==> config.mk <==
export PLATFORM = sky130hd
export DESIGN_NAME = bdq_cell
export DESIGN_NICKNAME = d
export VERILOG_FILES = /design/src/rtl/core/bdq_pkg.sv /design/src/rtl/core/bdq_cell.sv
export SDC_FILE = /design/constraint.sdc
export NUM_CORES = 1
export LEC_CHECK = 0
export BUFFER_PORTS_ARGS = -buffer_cell sky130_fd_sc_hd__clkbuf_2
export CAP_MARGIN = 40
export CORE_MARGIN = 3
export CORE_UTILIZATION = 35
export DETAILED_ROUTE_END_ITERATION = 10
export PLACE_DENSITY = 0.77
export SLEW_MARGIN = 20
export SYNTH_ARGS = -nofsm -noshare
export SYNTH_HDL_FRONTEND = slang
export SYNTH_SLANG_ARGS = --single-unit
==> constraint.sdc <==
create_clock -name clk -period 1.5 [get_ports clk]
set_clock_uncertainty 0.05 [all_clocks]
set_input_delay 0.3 -clock clk [delete_from_list [all_inputs] [get_ports clk]]
set_output_delay 0.3 -clock clk [all_outputs]
set_load 0.01 [all_outputs]
==> src/rtl/core/bdq_pkg.sv <==
// types and codes shared by the bounded deque with search
package bdq_pkg;

	typedef logic signed [31:0] word_t;

	typedef enum logic [3:0] {
		REQ_PUSH_BACK  = 4'd0,
		REQ_PUSH_FRONT = 4'd1,
		REQ_POP_FRONT  = 4'd2,
		REQ_POP_BACK   = 4'd3,
		REQ_REMOVE_AT  = 4'd4,
		REQ_REMOVE_VAL = 4'd5,
		REQ_FIND       = 4'd6,
		REQ_PEEK_FRONT = 4'd7,
		REQ_PEEK_BACK  = 4'd8,
		REQ_CLEAR      = 4'd9
	} req_code_t;

	typedef enum logic [2:0] {
		ST_OK       = 3'd0,
		ST_EMPTY    = 3'd1,
		ST_FULL     = 3'd2,
		ST_RANGE    = 3'd3,
		ST_NOTFOUND = 3'd4
	} status_t;

	typedef enum logic [1:0] {
		OP_HOLD,
		OP_LOAD,
		OP_FROM_LEFT,
		OP_FROM_RIGHT
	} cell_op_t;

	typedef struct packed {
		logic [3:0] req_type;
		word_t      value;
		logic [4:0] index;
	} req_t;

	typedef struct packed {
		word_t      data;
		logic [3:0] position;
		logic [2:0] status;
		logic [4:0] count;
	} rsp_t;

endpackage

==> src/rtl/core/bdq_cell.sv <==
// one storage cell of the deque chain: holds a word, shifts with its neighbors
module bdq_cell (
	input  logic             clk,
	input  bdq_pkg::cell_op_t op,
	input  bdq_pkg::word_t   left_word,
	input  bdq_pkg::word_t   right_word,
	input  bdq_pkg::word_t   load_word,
	input  bdq_pkg::word_t   cmp_word,
	output bdq_pkg::word_t   word,
	output logic             match
);

	bdq_pkg::word_t word_q;

	always_ff @(posedge clk) begin
		case (op)
			bdq_pkg::OP_LOAD:       word_q <= load_word;
			bdq_pkg::OP_FROM_LEFT:  word_q <= left_word;
			bdq_pkg::OP_FROM_RIGHT: word_q <= right_word;
			default:                word_q <= word_q;
		endcase
	end

	assign word  = word_q;
	assign match = (word_q == cmp_word);

endmodule
# == Yosys cells after proc, flatten, opt, wreduce, memory -nomap -nowiden ==
# Index checks and enable logic that the tools add are counted.
# totals
register_bits,32
latch_bits,0
ramBits,0
mem_bits_ro,0
out_inout_bits,33
wordCells,7
n_memories,0
# op_classes
addsub,0
n_mul,0
div_mod_pow,0
n_lt_le_gt_ge,0
n_eq_ne,4
shift,0
n_mux,1
bitwise,0
n_reduce_logical,1
# ops
operator,n
case mux 32 bit (3 select lines),1
equality test 32 bit,1
equality test 2 bit (second input constant),2
nonzero test 3 bit,1
equality test 2 x 1 -> 1 bit (second input constant),1

# == Longest topological paths before layout ==
# logic_depth
ltp_word,2
ltp_mapped,4
ltp_nobuf,4

# == Worst setup path before layout ==
# Ideal clock, no wire load.
# synth_timing
kind,reg2out
start,"register word_q[31], in the netlist word[31]"
end,output port match
arrival_ns,1.148
slack_ns,0.002
path_stages_with_launch,5
path_cell_list,edfxtp_1 > xor2_1 > nor4_1 > nand4_1 > nor2_1
# synth_between
elab_chain_cells,1
# synth_rtl
item,line_no,source
"start, declared",bdq_cell.sv:13,bdq_pkg::word_t word_q;
"start signal, assigned",bdq_cell.sv:17,bdq_pkg::OP_LOAD: word_q <= load_word;
"start signal, assigned",bdq_cell.sv:18,bdq_pkg::OP_FROM_LEFT: word_q <= left_word;
"start signal, assigned",bdq_cell.sv:19,bdq_pkg::OP_FROM_RIGHT: word_q <= right_word;
equality test 32 bit,bdq_cell.sv:25,assign match = (word_q == cmp_word);
"end, declared",bdq_cell.sv:10,output logic match
# Every way passes these cells.

# == Worst setup path after layout ==
# layout_timing
start,"register word_q[29], in the netlist word[29]"
end,output port match
# Same word-level chain as after synthesis.

==> reports/metrics.yaml <==
clock-sinks: 32
core_um2: 5300
ant_nets: 0
synth_area_um2: 1990
syn_nets: 314
first_iter_violations: 51
synth_common_cells: "nor2_1, a21oi_1, edfxtp_1, mux2i_1, xor2_1"
holdWs_ns: 0.286
endpoint_kind: "output port"
drive_gt1_share_pct: 54.2
hold_buffers: 0
min_period_ns: 2.00
p_switching_uw: 719
syn_inst: 183
area_growth_syn_to_layout_pct: 58.8
cts_buffers: 5
maxCapViolCount: 0
p_total_mw: 2.57
port_buffers: 163
combPwrFrac_pct: 29.5
synth_edf_count: 32
seq_area_frac_synth_pct: 48.4
cts_tree: "built"
synth-seq-cells: 32
nNetsFinal: 503
relSlewSlack_pct: 75.0
path_clk_slew_ns: 0.07
leakage_nw: 1.63
vias_per_cell: 4.57
ys.flop_type: "edfxtp_1"
grt_pass1_vias: 1977
crit_chain: "xor2_1 -> nor4_2 -> buf_4 -> nand4_1 -> nor2_1 -> buf_2"
power_density_nw_per_um2: 814
critPathLaunchType: "register"
yosysMostFrequentCell: "nor2_1"
worstSetupPathType: "register to output port"
largest_reg_flops: 32
grt_max_degree: 28
setup_viol: 1
cts-root-buf: "clkbuf_8"
setup_ws_ns: -0.500
grt-ovfl-total: 0
pwr-share-clk_pct: 24.4
insertedDiodeCount: 0
start_util_pct: 37.5
switching_share_pct: 28.0
drc: 0
dp_hpwl_mm: 5.05
intPower_mw: 1.85
worstPathArrival_ns: 1.65
synth_area_per_cell_um2: 10.9
period_share_pct: 133
grt_antenna_before_repair: 0
wirelength_mm: 5.96
slowest_stage: "edfxtp_1"
fp.dieW_um: 81.3
slew_viol_final: 0
outcome: "complete, but fails checks"
routedWlPerCell_um: 13.4
synth_warnings: 0
rsz0062_at_grt: "yes"
cts_buffer_depth: 2
p_seq_share_pct: 46.1
violations: "setup timing"
hold_path_class: "primary input to register"
fmax_ghz: 0.500
dieHeight_um: 81.3
async_flop_share_pct: 0
tightest_slew_ns: 0.372
gp_congestion: 0.717
post-place-ws_ns: -0.316
dr.pass1.iters: 4
num_rows: 26
ys_types: 12
peakVddDrop_v: 0.000446
die_area_um2: 6620
grt_first_pass_wirelength_mm: 8.78
yosysTopAreaCell: "edfxtp_1"
grt_use_total_pct: 17.8
ys_top_cells_by_area: "edfxtp_1, mux2i_1, xor2_1, a21oi_1, nor2_1"
path_max_fanout: 2
yosysTopAreaCellShare_pct: 48.4
vias: 2024
h-tree-depth: 2
worst_ep_required_time_ns: 1.15
finalHoldViolations: 0
num_io_pins: 164
fin_setup_tns_ns: -0.500
max_stage_delay_ns: 0.40
power by group through the flow:
| stage | Sequential (mW) | Combinational [mW] | Clock (mW) |
|---|---|---|---|
| 2_1_floorplan | 1.25 | 0.262 | 0 |
| 3_3_place_gp | 1.20 | 0.739 | 0 |
| 3_5_place_dp | 1.20 | 0.750 | 0 |
| 4_1_cts | 1.18 | 0.768 | 0.646 |
| 5_1_grt | 1.20 | 0.835 | 0.689 |
| 6_report | 1.18 | 0.758 | 0.625 |
cell type report:
type | instances | area (um^2)
clock buffer | 7 | 76.3
clock inverter | 1 | 3.75
fill | 460 | 2150
multi-input combinational | 140 | 972
sequential | 32 | 961
tap | 70 | 87.6
timing repair buffer | 193 | 1050
repair_timing:
| action | CTS | global route |
|---|---|---|
| endpoints found under the setup margin | 1 | 1 |
| setup buffers | 1 | 0 |
| pin swaps | 1 | 0 |
| gates resized for setup | 2 | 2 |
critical path, delay by kind of cell (launching register included):
family	cells	cell delay, ns
xor+xnor	1	0.17
buf+inv	2	0.29
flops	1	0.40
simple gates	3	0.50
stage by stage:
stage / utilization [%] / area [um^2] / cells
final: 59.5 / 3150 / 443
after global routing: 59.5 / 3150 / 443
after CTS: 59.4 / 3150 / 443
after detailed placement: 57.5 / 3050 / 434
after global placement: 57.5 / 3050 / 434
after floorplan: - / 1990 / 183
kinds of logic (layout without fill, tap and decap cells):
logic type,Yosys count,count (layout),share of synthesized area (%)
AND/OR/NAND/NOR,44,44,9.70
flip-flops,32,32,48.4
multiplexers,32,32,16.1
XOR/XNOR,32,32,14.1
AO/OA/AOI/OAI,32,32,8.06
buffers and inverters,11,201,3.65
metal layers:
layer	vias up	global-route usage [%]	wire length (um)
li1	1038	-	-
met1	871	20.7	2300
met2	110	31.0	2970
met3	5	5.10	644
met4	0	6.08	47
met5	-	0	0
final timing paths:
check | startpoint | endpoint | slack [ns] | cells after the start
setup / recovery | word[29] | match | -0.50 | 6
hold / removal | load_word[27] | word[27] | 0.29 | 3
layout by cell type (no fill, tap or decap), drive strengths merged:
master / n
clkbuf: 169
nor2: 33
mux2i: 32
a21oi: 32
xor2: 32
edfxtp: 32
buf: 31
nor4: 8
nand4: 2
or2: 1
clkinv: 1
No activity file was read; power rests on OpenSTA's default activity.
